## src/sv/bqs_pkg.sv

```systemverilog
`timescale 1ns / 1ps
package bqs_pkg;

  // request kinds on the input
  localparam logic [1:0] REQ_ADD    = 2'd0;
  localparam logic [1:0] REQ_QUERY  = 2'd1;
  localparam logic [1:0] REQ_CLEAR  = 2'd2;
  localparam logic [1:0] REQ_UNUSED = 2'd3;

  // divide by ten: x * RECIP10 >> RECIP_SHIFT, exact for x below 262149
  localparam int unsigned RECIP10     = 52429;
  localparam int unsigned RECIP_SHIFT = 19;

  localparam int unsigned QUEUE_DEPTH = 4;
  localparam int unsigned QPTR_W      = 2;
  localparam int unsigned CMD_BIN_W   = 12;
  localparam int unsigned NUM_STATS   = 5;

  typedef struct packed {
    logic [1:0]         req_type;
    logic signed [15:0] ref_mag;
    logic signed [15:0] iso_mag;
    logic [7:0]         quality_flag;
    logic [10:0]        query_bin;
  } in_item_t;

  typedef struct packed {
    logic [5:0]         bin_count;
    logic signed [15:0] bin_min;
    logic signed [15:0] bin_p10;
    logic signed [15:0] bin_median;
    logic signed [15:0] bin_p90;
    logic signed [15:0] bin_max;
    logic signed [15:0] all_min_ref;
    logic signed [15:0] all_max_ref;
    logic signed [15:0] all_min_iso;
    logic signed [15:0] all_max_iso;
    logic [15:0]        full_drops;
    logic [15:0]        range_drops;
  } out_item_t;

  typedef enum logic [2:0] {
    CMD_NOP,
    CMD_ADD,
    CMD_RDROP,
    CMD_QUERY,
    CMD_QEMPTY,
    CMD_CLEAR
  } cmd_op_t;

  typedef struct packed {
    cmd_op_t               op;
    logic [CMD_BIN_W-1:0]  bin;
    logic signed [15:0]    ref_mag;
    logic signed [15:0]    iso_mag;
  } cmd_t;

  typedef enum logic [3:0] {
    BK_SWEEP,
    BK_IDLE,
    BK_DECIDE,
    BK_SHRD,
    BK_SHCMP,
    BK_QIDX,
    BK_QRD,
    BK_QCAP,
    BK_OUT
  } bk_state_t;

endpackage

```

## src/sv/bqs_front.sv

```systemverilog
`timescale 1ns / 1ps
module bqs_front #(
  parameter int unsigned NUM_BINS = 2048
) (
  input  bqs_pkg::in_item_t item,
  output bqs_pkg::cmd_t     cmd
);

  logic [16:0] mag_abs;
  logic [33:0] prod;
  logic [13:0] quot;
  logic        out_of_range;

  assign mag_abs = item.ref_mag[15] ? 17'(-{item.ref_mag[15], item.ref_mag})
                                    : {1'b0, item.ref_mag};
  assign prod = 34'(mag_abs) * 34'(bqs_pkg::RECIP10);
  assign quot = prod[bqs_pkg::RECIP_SHIFT +: 14];
  // negative bins other than zero, or past the last bin
  assign out_of_range = (item.ref_mag[15] && quot != 14'd0) || (32'(quot) >= NUM_BINS);

  always_comb begin
    cmd.bin     = quot[bqs_pkg::CMD_BIN_W-1:0];
    cmd.ref_mag = item.ref_mag;
    cmd.iso_mag = item.iso_mag;
    cmd.op      = bqs_pkg::CMD_NOP;
    case (item.req_type)
      bqs_pkg::REQ_ADD: begin
        if (item.quality_flag == 8'd1) begin
          cmd.op = out_of_range ? bqs_pkg::CMD_RDROP : bqs_pkg::CMD_ADD;
        end
      end
      bqs_pkg::REQ_QUERY: begin
        cmd.bin = bqs_pkg::CMD_BIN_W'(item.query_bin);
        cmd.op  = (32'(item.query_bin) < NUM_BINS) ? bqs_pkg::CMD_QUERY
                                                    : bqs_pkg::CMD_QEMPTY;
      end
      bqs_pkg::REQ_CLEAR: cmd.op = bqs_pkg::CMD_CLEAR;
      default: cmd.op = bqs_pkg::CMD_NOP;
    endcase
  end

endmodule

```

## config.mk

```make
export PLATFORM = sky130hd
export DESIGN_NAME = bqs_front
export DESIGN_NICKNAME = d
export VERILOG_FILES = /design/src/sv/bqs_pkg.sv /design/src/sv/bqs_front.sv
export SDC_FILE = /design/constraint.sdc
export NUM_CORES = 1
export LEC_CHECK = 0
export ABC_AREA = 0
export ABC_CLOCK_PERIOD_IN_PS = 6500
export BUFFER_PORTS_ARGS = -buffer_cell sky130_fd_sc_hd__buf_2
export CAP_MARGIN = 20
export CORE_MARGIN = 2
export CORE_UTILIZATION = 50
export DETAILED_ROUTE_END_ITERATION = 12
export GPL_ROUTABILITY_DRIVEN = 0
export GPL_TIMING_DRIVEN = 0
export MAX_ROUTING_LAYER = met4
export PLACE_DENSITY = 0.8
export RECOVER_POWER = 100
export SLEW_MARGIN = 20
export SYNTH_ARGS = -nofsm -noshare
export SYNTH_HDL_FRONTEND = slang
export SYNTH_SLANG_ARGS = --single-unit
export TNS_END_PERCENT = 5
```

## constraint.sdc

```tcl
create_clock -name vclk -period 6.5
set_input_delay 0 -clock vclk [all_inputs]
set_output_delay 0 -clock vclk [all_outputs]
set_load 0.01 [all_outputs]
```

==> impl_metrics.env <==
export IMPL_holdCritStartpoint="item[25]"
export IMPL_fill_cells=853
export IMPL_fin_ws_ps=-144.4
export IMPL_drv_slew=0
export IMPL_end_kind="output port"
export IMPL_vias=5345
export IMPL_critPathArrivalTime_ps=6640
export IMPL_ios=100
export IMPL_final_antenna_net_count=0
export IMPL_die_x_um=114.7
export IMPL_finalSetupTns_ps=-242.1
export IMPL_port_buffers=84
export IMPL_rsz0062_at_grt="yes"
export IMPL_via_per_inst=5.415
export IMPL_startpoint="item[41]"
export IMPL_worstPathRequired_ps=6500
export IMPL_ys_types=72
export IMPL_seq_area_sq_um=0
export IMPL_violations="setup timing"
export IMPL_min_path_cells=2
export IMPL_synth_top_family_by_area="adder cells"
export IMPL_final_hold_viol_count=0
export IMPL_grt_antenna_before_repair=0
export IMPL_layout_area_overhead_vs_synth_pct=29.27
export IMPL_synth_compound_area_share_pct=11.61
export IMPL_grt_pass1_vias=5484
export IMPL_cap_violations=0
export IMPL_fin_crit_sh_pct=102.2
export IMPL_ys_warn_count=0
export IMPL_synth_cell_area_sq_um=6131
export IMPL_fin_crit_ps=6644
export IMPL_clkbuf_count=0
export IMPL_synthSimpleGateAreaFrac_pct=10.22
export IMPL_grt_overflow_total=0
export IMPL_syn_instance_count=700
export IMPL_layout_drive_gt1_share_pct=32.74
export IMPL_final_setup_viol_count=2
export IMPL_cp_max_fo=10
export IMPL_drc=0
export IMPL_std_cell_rows=40
export IMPL_grt_pass1_wl_mm=26.89
export IMPL_track_usage_pct=26.35
export IMPL_core_area_sq_um=12010
export IMPL_status="finished, violations left"
export IMPL_die_y_um=114.7
export IMPL_timing_fmax_ghz=0.1505
export IMPL_start_util_pct=51.04
export IMPL_antenna_cells=0
export IMPL_synth_xor_area_share_pct=4.122
export IMPL_synthAdderAreaFrac_pct=56.65
export IMPL_crit_path_start_kind="input pin"
export IMPL_die_area_sq_um=13160
export IMPL_ys_seq_area_share_pct=0
export IMPL_hold_path_class="in -> out"
export IMPL_hpwl_mm=12.43
export IMPL_holdPathEnd="cmd[6]"
export IMPL_slowest_stage="or4_4"
export IMPL_cp_common_cell="fa_1"
export IMPL_wl_per_cell_um=17.63
export IMPL_totalWireLength_mm=17.40
export IMPL_critical_path_class="in -> out"
export IMPL_cp_slowest_stage_delay_ps=570
export IMPL_synthMuxAreaShare_pct=1.265
export IMPL_final_nets=1121
export IMPL_dr_pass1_iters=4
export IMPL_design_seq_count=0
export IMPL_drt_iter0_drc=251
export IMPL_syn_area_per_cell_sq_um=8.758
export IMPL_timing_hold_ws_ps=207.2
export IMPL_grt_max_degree=11
-- metrics by stage --
stage	instance area, sq um	cells	util, %	setup WS [ps]
after floorplan	6153	706	-	82.22
after global placement	6758	937	56.26	-807.9
after detailed placement	6758	937	56.26	-829.6
after CTS	7694	976	64.05	-64.29
after global routing	7925	987	65.98	-426.5
final	7925	987	65.98	-144.4
-- placed cells by master, fill, tap and decap left out, types with 4 or more instances in the layout --
master	count
conb_1	8
buf_4	86
o21ai_0	14
nand3b_1	4
nor2_1	10
buf_2	62
xnor2_1	10
ha_1	116
a21oi_2	7
clkbuf_1	23
o21ai_1	5
inv_1	172
o21ai_4	4
nor3_1	4
o21ai_2	4
a21oi_1	18
xnor2_2	5
xnor2_4	5
nand4_1	6
nand2_2	4
nand2b_1	6
xor2_1	6
o211ai_1	4
fa_1	84
nand2_1	32
ha_4	21
inv_2	9
mux2_2	6
a21o_1	5
a21oi_4	4
-- metal layers --
layer / share of wire, % / GRT usage, %
met1: 40 / 33.18
met2: 50 / 45.17
met4: 3.7 / 6.747
met5: 0 / -
met3: 5.6 / 3.321
-- synthesized netlist by cell type, drive strengths merged, types with 3 or more instances --
cell type | number | area share, %
clkbuf | 5 | 0.31
nand3 | 5 | 0.49
a211oi | 4 | 0.49
a21o | 5 | 0.61
xor2 | 8 | 1.3
nand4 | 6 | 0.61
inv | 183 | 11
o211ai | 5 | 0.69
o21ai | 27 | 2.3
nand2 | 37 | 2.3
fa | 86 | 28
mux2 | 6 | 1.1
xnor2 | 20 | 2.9
buf | 38 | 4.5
a21oi | 29 | 2.6
ha | 140 | 29
and3 | 5 | 0.51
nor3b | 3 | 0.37
nor2 | 13 | 0.80
nand2b | 8 | 0.86
nor3 | 10 | 1.2
o21a | 3 | 0.37
nand3b | 4 | 0.49
o31ai | 7 | 0.86
-- worst max-delay path: cells and delay by family --
family          cells  cell delay [ps]
buf+inv             6              640
simple gates        6             2090
compound gates      7             1080
fa+ha+maj           7             2790
-- layout make-up --
type	count	area (sq um)	share of cell area (%)
multi-input combinational	480	5936	74.90
timing repair buffer	135	812.0	10.25
tap	147	183.9	2.321
inverter	183	694.4	8.762
buffer	42	299.0	3.773
-- what timing repair did --
item	4_1_cts	5_1_grt
setup endpoints to repair	14	8
setup buffers	39	12
hold buffers	0	0
resized for setup	118	29
pin swaps	76	37
-- how the worst max path moves through the flow --
stage / end / depth (start not counted)
floorplan: cmd[44] / 23
global route: cmd[44] / 25
finish: cmd[44] / 26
detailed placement: cmd[44] / 24
global placement: cmd[45] / 23
CTS: cmd[45] / 27
-- cell families after synthesis --
logic type	count (synthesis)
AO/OA/AOI/OAI	102
other	2
XOR/XNOR	28
multiplexers	7
AND/OR/NAND/NOR	109
buffers and inverters	226
adder cells (fa/ha/maj)	226
Power is not shown: default switching activity piles up to over one toggle a cycle in this logic, so the estimate is an artifact.
