<file path="src/sv/bqs_pkg.sv">
`timescale 1ns / 1ps
package bqs_pkg;

  // request kinds on the input
  localparam logic [1:0] REQ_ADD    = 2'd0;
  localparam logic [1:0] REQ_QUERY  = 2'd1;
  localparam logic [1:0] REQ_CLEAR  = 2'd2;
  localparam logic [1:0] REQ_UNUSED = 2'd3;

  // divide by ten: x * RECIP10 >> RECIP_SHIFT, exact for x below 262149
  localparam int unsigned RECIP10     = 52429;
  localparam int unsigned RECIP_SHIFT = 19;

  localparam int unsigned QUEUE_DEPTH = 4;
  localparam int unsigned QPTR_W      = 2;
  localparam int unsigned CMD_BIN_W   = 12;
  localparam int unsigned NUM_STATS   = 5;

  typedef struct packed {
    logic [1:0]         req_type;
    logic signed [15:0] ref_mag;
    logic signed [15:0] iso_mag;
    logic [7:0]         quality_flag;
    logic [10:0]        query_bin;
  } in_item_t;

  typedef struct packed {
    logic [5:0]         bin_count;
    logic signed [15:0] bin_min;
    logic signed [15:0] bin_p10;
    logic signed [15:0] bin_median;
    logic signed [15:0] bin_p90;
    logic signed [15:0] bin_max;
    logic signed [15:0] all_min_ref;
    logic signed [15:0] all_max_ref;
    logic signed [15:0] all_min_iso;
    logic signed [15:0] all_max_iso;
    logic [15:0]        full_drops;
    logic [15:0]        range_drops;
  } out_item_t;

  typedef enum logic [2:0] {
    CMD_NOP,
    CMD_ADD,
    CMD_RDROP,
    CMD_QUERY,
    CMD_QEMPTY,
    CMD_CLEAR
  } cmd_op_t;

  typedef struct packed {
    cmd_op_t               op;
    logic [CMD_BIN_W-1:0]  bin;
    logic signed [15:0]    ref_mag;
    logic signed [15:0]    iso_mag;
  } cmd_t;

  typedef enum logic [3:0] {
    BK_SWEEP,
    BK_IDLE,
    BK_DECIDE,
    BK_SHRD,
    BK_SHCMP,
    BK_QIDX,
    BK_QRD,
    BK_QCAP,
    BK_OUT
  } bk_state_t;

endpackage

</file>
<file path="src/sv/bqs_queue.sv">
`timescale 1ns / 1ps
module bqs_queue (
  input  logic          clk,
  input  logic          rst,
  input  logic          push,
  input  bqs_pkg::cmd_t push_cmd,
  input  logic          pop,
  output bqs_pkg::cmd_t head,
  output logic          full,
  output logic          empty
);

  bqs_pkg::cmd_t                 slots [bqs_pkg::QUEUE_DEPTH];
  logic [bqs_pkg::QPTR_W-1:0]    wr_ptr;
  logic [bqs_pkg::QPTR_W-1:0]    rd_ptr;
  logic [bqs_pkg::QPTR_W:0]      fill;

  assign full  = (fill == (bqs_pkg::QPTR_W+1)'(bqs_pkg::QUEUE_DEPTH));
  assign empty = (fill == '0);
  assign head  = slots[rd_ptr];

  always_ff @(posedge clk) begin
    if (push) begin
      slots[wr_ptr] <= push_cmd;
    end
    if (rst) begin
      wr_ptr <= '0;
      rd_ptr <= '0;
      fill   <= '0;
    end else begin
      if (push) wr_ptr <= wr_ptr + 1'b1;
      if (pop)  rd_ptr <= rd_ptr + 1'b1;
      if (push && !pop) fill <= fill + 1'b1;
      else if (pop && !push) fill <= fill - 1'b1;
    end
  end

endmodule

</file>
<file path="config.mk">
export PLATFORM = sky130hd
export DESIGN_NAME = bqs_queue
export DESIGN_NICKNAME = d
export VERILOG_FILES = /design/src/sv/bqs_pkg.sv /design/src/sv/bqs_queue.sv
export SDC_FILE = /design/constraint.sdc
export NUM_CORES = 1
export LEC_CHECK = 0
export BUFFER_PORTS_ARGS = -buffer_cell sky130_fd_sc_hd__buf_2
export CORE_ASPECT_RATIO = 1.4
export CORE_MARGIN = 3
export CORE_UTILIZATION = 51
export CTS_CLUSTER_SIZE = 40
export DETAILED_ROUTE_END_ITERATION = 8
export HOLD_SLACK_MARGIN = 0.15
export PLACE_DENSITY = 0.75
export SLEW_MARGIN = 5
export SYNTH_ARGS = -nofsm -noshare
export SYNTH_HDL_FRONTEND = slang
export SYNTH_SLANG_ARGS = --single-unit
</file>
<file path="constraint.sdc">
create_clock -name clk -period 2.1 [get_ports clk]
set_input_delay 0.42 -clock clk [delete_from_list [all_inputs] [get_ports clk]]
set_output_delay 0.42 -clock clk [all_outputs]
set_load 0.01 [all_outputs]
</file>
==> results.py <==
metrics = {
    "setup_path": {
        "cp.required_ns": 1.68,
        "cp_top_family": "multiplexers",
        "cp_max_fo": 26,
        "path_cells": "buf_16 > mux4_2 > buf_6",
        "path_buf_inv": 2,
        "worstSetupPathType": "reg2out",
        "start_kind": "register",
        "worst_ep_arrival_time_ns": 1.72,
        "crit_slowest_cell": "mux4_2",
        "end_kind": "output pin",
        "critical_path.max_stage_delay_ns": 0.56,
    },
    "layout": {
        "final_nets": 465,
        "nFillCells": 954,
        "area_growth_pct": 20.72,
        "layout-drive-gt1-share": 0.4561,
    },
    "timing": {
        "slew_headroom": 0.7348,
        "whs_ns": 0.2187,
        "fin_ws_ns": -0.04261,
        "period_share": 1.020,
        "setup_viol": 42,
        "skew_ns": 0.006616,
        "period_minus_slack_ns": 2.143,
        "hold_violations": 0,
        "setup_tns_ns": -0.8732,
        "rsz0062_at_grt": "true",
        "final_max_slew_viol_count": 0,
        "fmax_mhz": 466.7,
        "worst_pin_slew_ns": 0.3978,
    },
    "die": {
        "start_util": 0.5306,
        "ios": 100,
        "std_cell_rows": 50,
        "fp.coreArea_mm2": 0.01364,
        "dieArea_mm2": 0.01567,
        "die_w_um": 106.7,
        "die_y_um": 146.9,
    },
    "power_and_ir_drop": {
        "leakage_nw": 2.980,
        "switching_share": 0.2161,
        "pwr-share-comb": 0.109,
        "p_sw_w": 0.001862,
        "power_frac_clock": 0.362,
        "cellPowerDensity_mw_per_mm2": 986.6,
        "power_frac_seq": 0.530,
        "p_int_w": 0.006755,
        "peakVddDrop_mv": 0.6493,
    },
    "detailed_routing": {
        "drtAntennaViolNets": 0,
        "wirelength_um": 11770,
        "drc_errors": 0,
        "drtIter0Drc": 116,
        "firstDrtPassIters": 4,
        "vias": 3228,
        "viasPerCell": 5.327,
        "avgRoutedWirePerCell_um": 19.42,
    },
    "synth": {
        "ys.flop_type": "edfxtp_1",
        "synthMuxAreaShare": 0.1491,
        "synth_area_mm2": 0.007236,
        "ys_types": 22,
        "syn_nets": 346,
        "synth_common_cells": "188 x edfxtp_1, 47 x mux4_2, 9 x dfxtp_1, 7 x nor2_1, 5 x ha_1",
        "yosys.area_share.simple": 0.01020,
        "synth_xor_area_frac": 0.006052,
        "yosys.area.top_type_share": 0.7802,
        "synth_top_area_cell": "edfxtp_1",
        "async_reset_ff_frac": 0,
        "yosysSeqAreaShare": 0.8051,
        "synth_top_family_by_area": "multiplexers",
        "synth-compound-area-share": 0.001383,
        "synth_most_common_cell": "edfxtp_1",
        "yosys.area_share.adder": 0.01141,
        "synth_edf_count": 188,
        "synthCells": 289,
        "syn_avg_cell_area_um2": 25.04,
        "ys_seq_elements": 197,
        "synth.area.top_cells": "edfxtp_1 78%, mux4_2 15%, dfxtp_1 2.5%",
        "synth_warnings": 0,
    },
    "cts": {
        "worstSkewPairLatency_ns": 0.41,
        "clock_path_buffers": 2,
        "clock_sinks": 197,
        "cts_tree": "done",
        "cts_buffers": 17,
        "cts.htree.levels": 4,
        "postCtsSetupBuffers": 0,
        "hold_buffers": 0,
        "cts.clk_slew.worst_paths_ns": 0.07,
        "cts_root_buf": "clkbuf_16",
    },
    "run": {
        "max_cap_viol_count": 0,
    },
    "global_route": {
        "antenna_found_initial": 5,
        "grt_use_total": 0.1614,
        "grt_pass1_vias": 3531,
        "grt_max_degree": 30,
        "grt_overflow_total": 0,
        "grt_pass1_wl_um": 18820,
    },
    "min_path": {
        "hold_path_class": "in2reg",
    },
    "placement": {
        "place_congestion": 0.6630,
        "pre_cts_ws_ns": 0.1834,
        "port_buffers": 99,
        "dp_hpwl_um": 7399,
    },
    "run_status": {
        "status": "finished with violations",
        "violations": "setup timing",
    },
}
## final timing paths
check                     from           end  slack [ns]  cells past startpoint
setup reg to reg       fill[0]       fill[2]        0.61                      4
hold reg to reg        fill[2]       fill[2]        0.51                      2
hold / removal    push_cmd[33]  slots[2][33]        0.22                      1
setup / recovery      register      head[17]       -0.04                      3
## power by group through the flow
stage               logic [W]  registers (W)  clock network, W
finish               0.000936        0.00456           0.00312
global route          0.00102        0.00458           0.00336
CTS                  0.000933        0.00456           0.00319
detailed placement   0.000859        0.00465                 0
global placement     0.000846        0.00463                 0
floorplan            0.000533        0.00463                 0
## routing by layer
| metal | vias up | global-route usage | share of wire |
|---|---|---|---|
| met5 | - | 0 | 0.0023 |
| met4 | 4 | 0.06654 | 0.016 |
| met3 | 15 | 0.04703 | 0.046 |
| met2 | 83 | 0.2743 | 0.54 |
| met1 | 1672 | 0.1932 | 0.40 |
| li1 | 1454 | - | - |
## metrics by stage
step	cells	power [W]	area [um2]	utilization
after CTS	603	0.008688	8683	0.6367
after detailed placement	571	0.005509	7990	0.5859
final	606	0.008618	8735	0.6405
after floorplan	289	0.005167	7236	-
after global placement	571	0.005480	7990	0.5859
after global routing	606	0.008950	8735	0.6405
## registers in the layout, summed over array words and instances (netlist names), named ones only
register and cells:
slots 188, fill 3, rd_ptr 2, wr_ptr 2
## area by class of cell
cell class	instances	area (um2)	area share
multi-input combinational	77	1294	0.1481
clock buffer	17	425.4	0.04870
antenna	3	7.507	0.0008595
sequential	197	5831	0.6675
tap	182	227.7	0.02607
inverter	4	15.01	0.001719
timing repair buffer	111	780.7	0.08939
clock inverter	15	153.9	0.01762
## cells in the final DEF (no fill, tap or decap), types with 4 or more instances in the layout
master | synthesis | layout
ha_1 | 5 | 5
clkbuf_16 | 0 | 17
inv_1 | 4 | 4
and2_2 | 0 | 4
dfxtp_1 | 9 | 7
inv_6 | 0 | 4
edfxtp_1 | 188 | 188
nor2_1 | 7 | 7
clkinv_1 | 0 | 4
buf_4 | 1 | 9
buf_6 | 1 | 24
buf_2 | 4 | 75
mux4_2 | 47 | 47
## timing repair
item | CTS | global route
pin swaps | 0 | 0
endpoints found under the setup margin | 47 | 47
gates resized for setup | 18 | 7
cloned | 0 | 0
## worst reg2reg max path: stages (launching register included)
cell and delay [ns]:
dfxtp_1 0.36, fa_1 0.44, xor2_1 0.18, or3_1 0.30
a21oi_1 0.14
## logic make-up after synthesis
logic type	Yosys count
AOI/OAI and AO/OA	2
adders and majority gates	6
xor gates and xnor gates	5
muxes	49
buffers and inverters	15
DFF	197
and+or+nand+nor	15
Note: power is estimated with default switching activity, not from simulation.
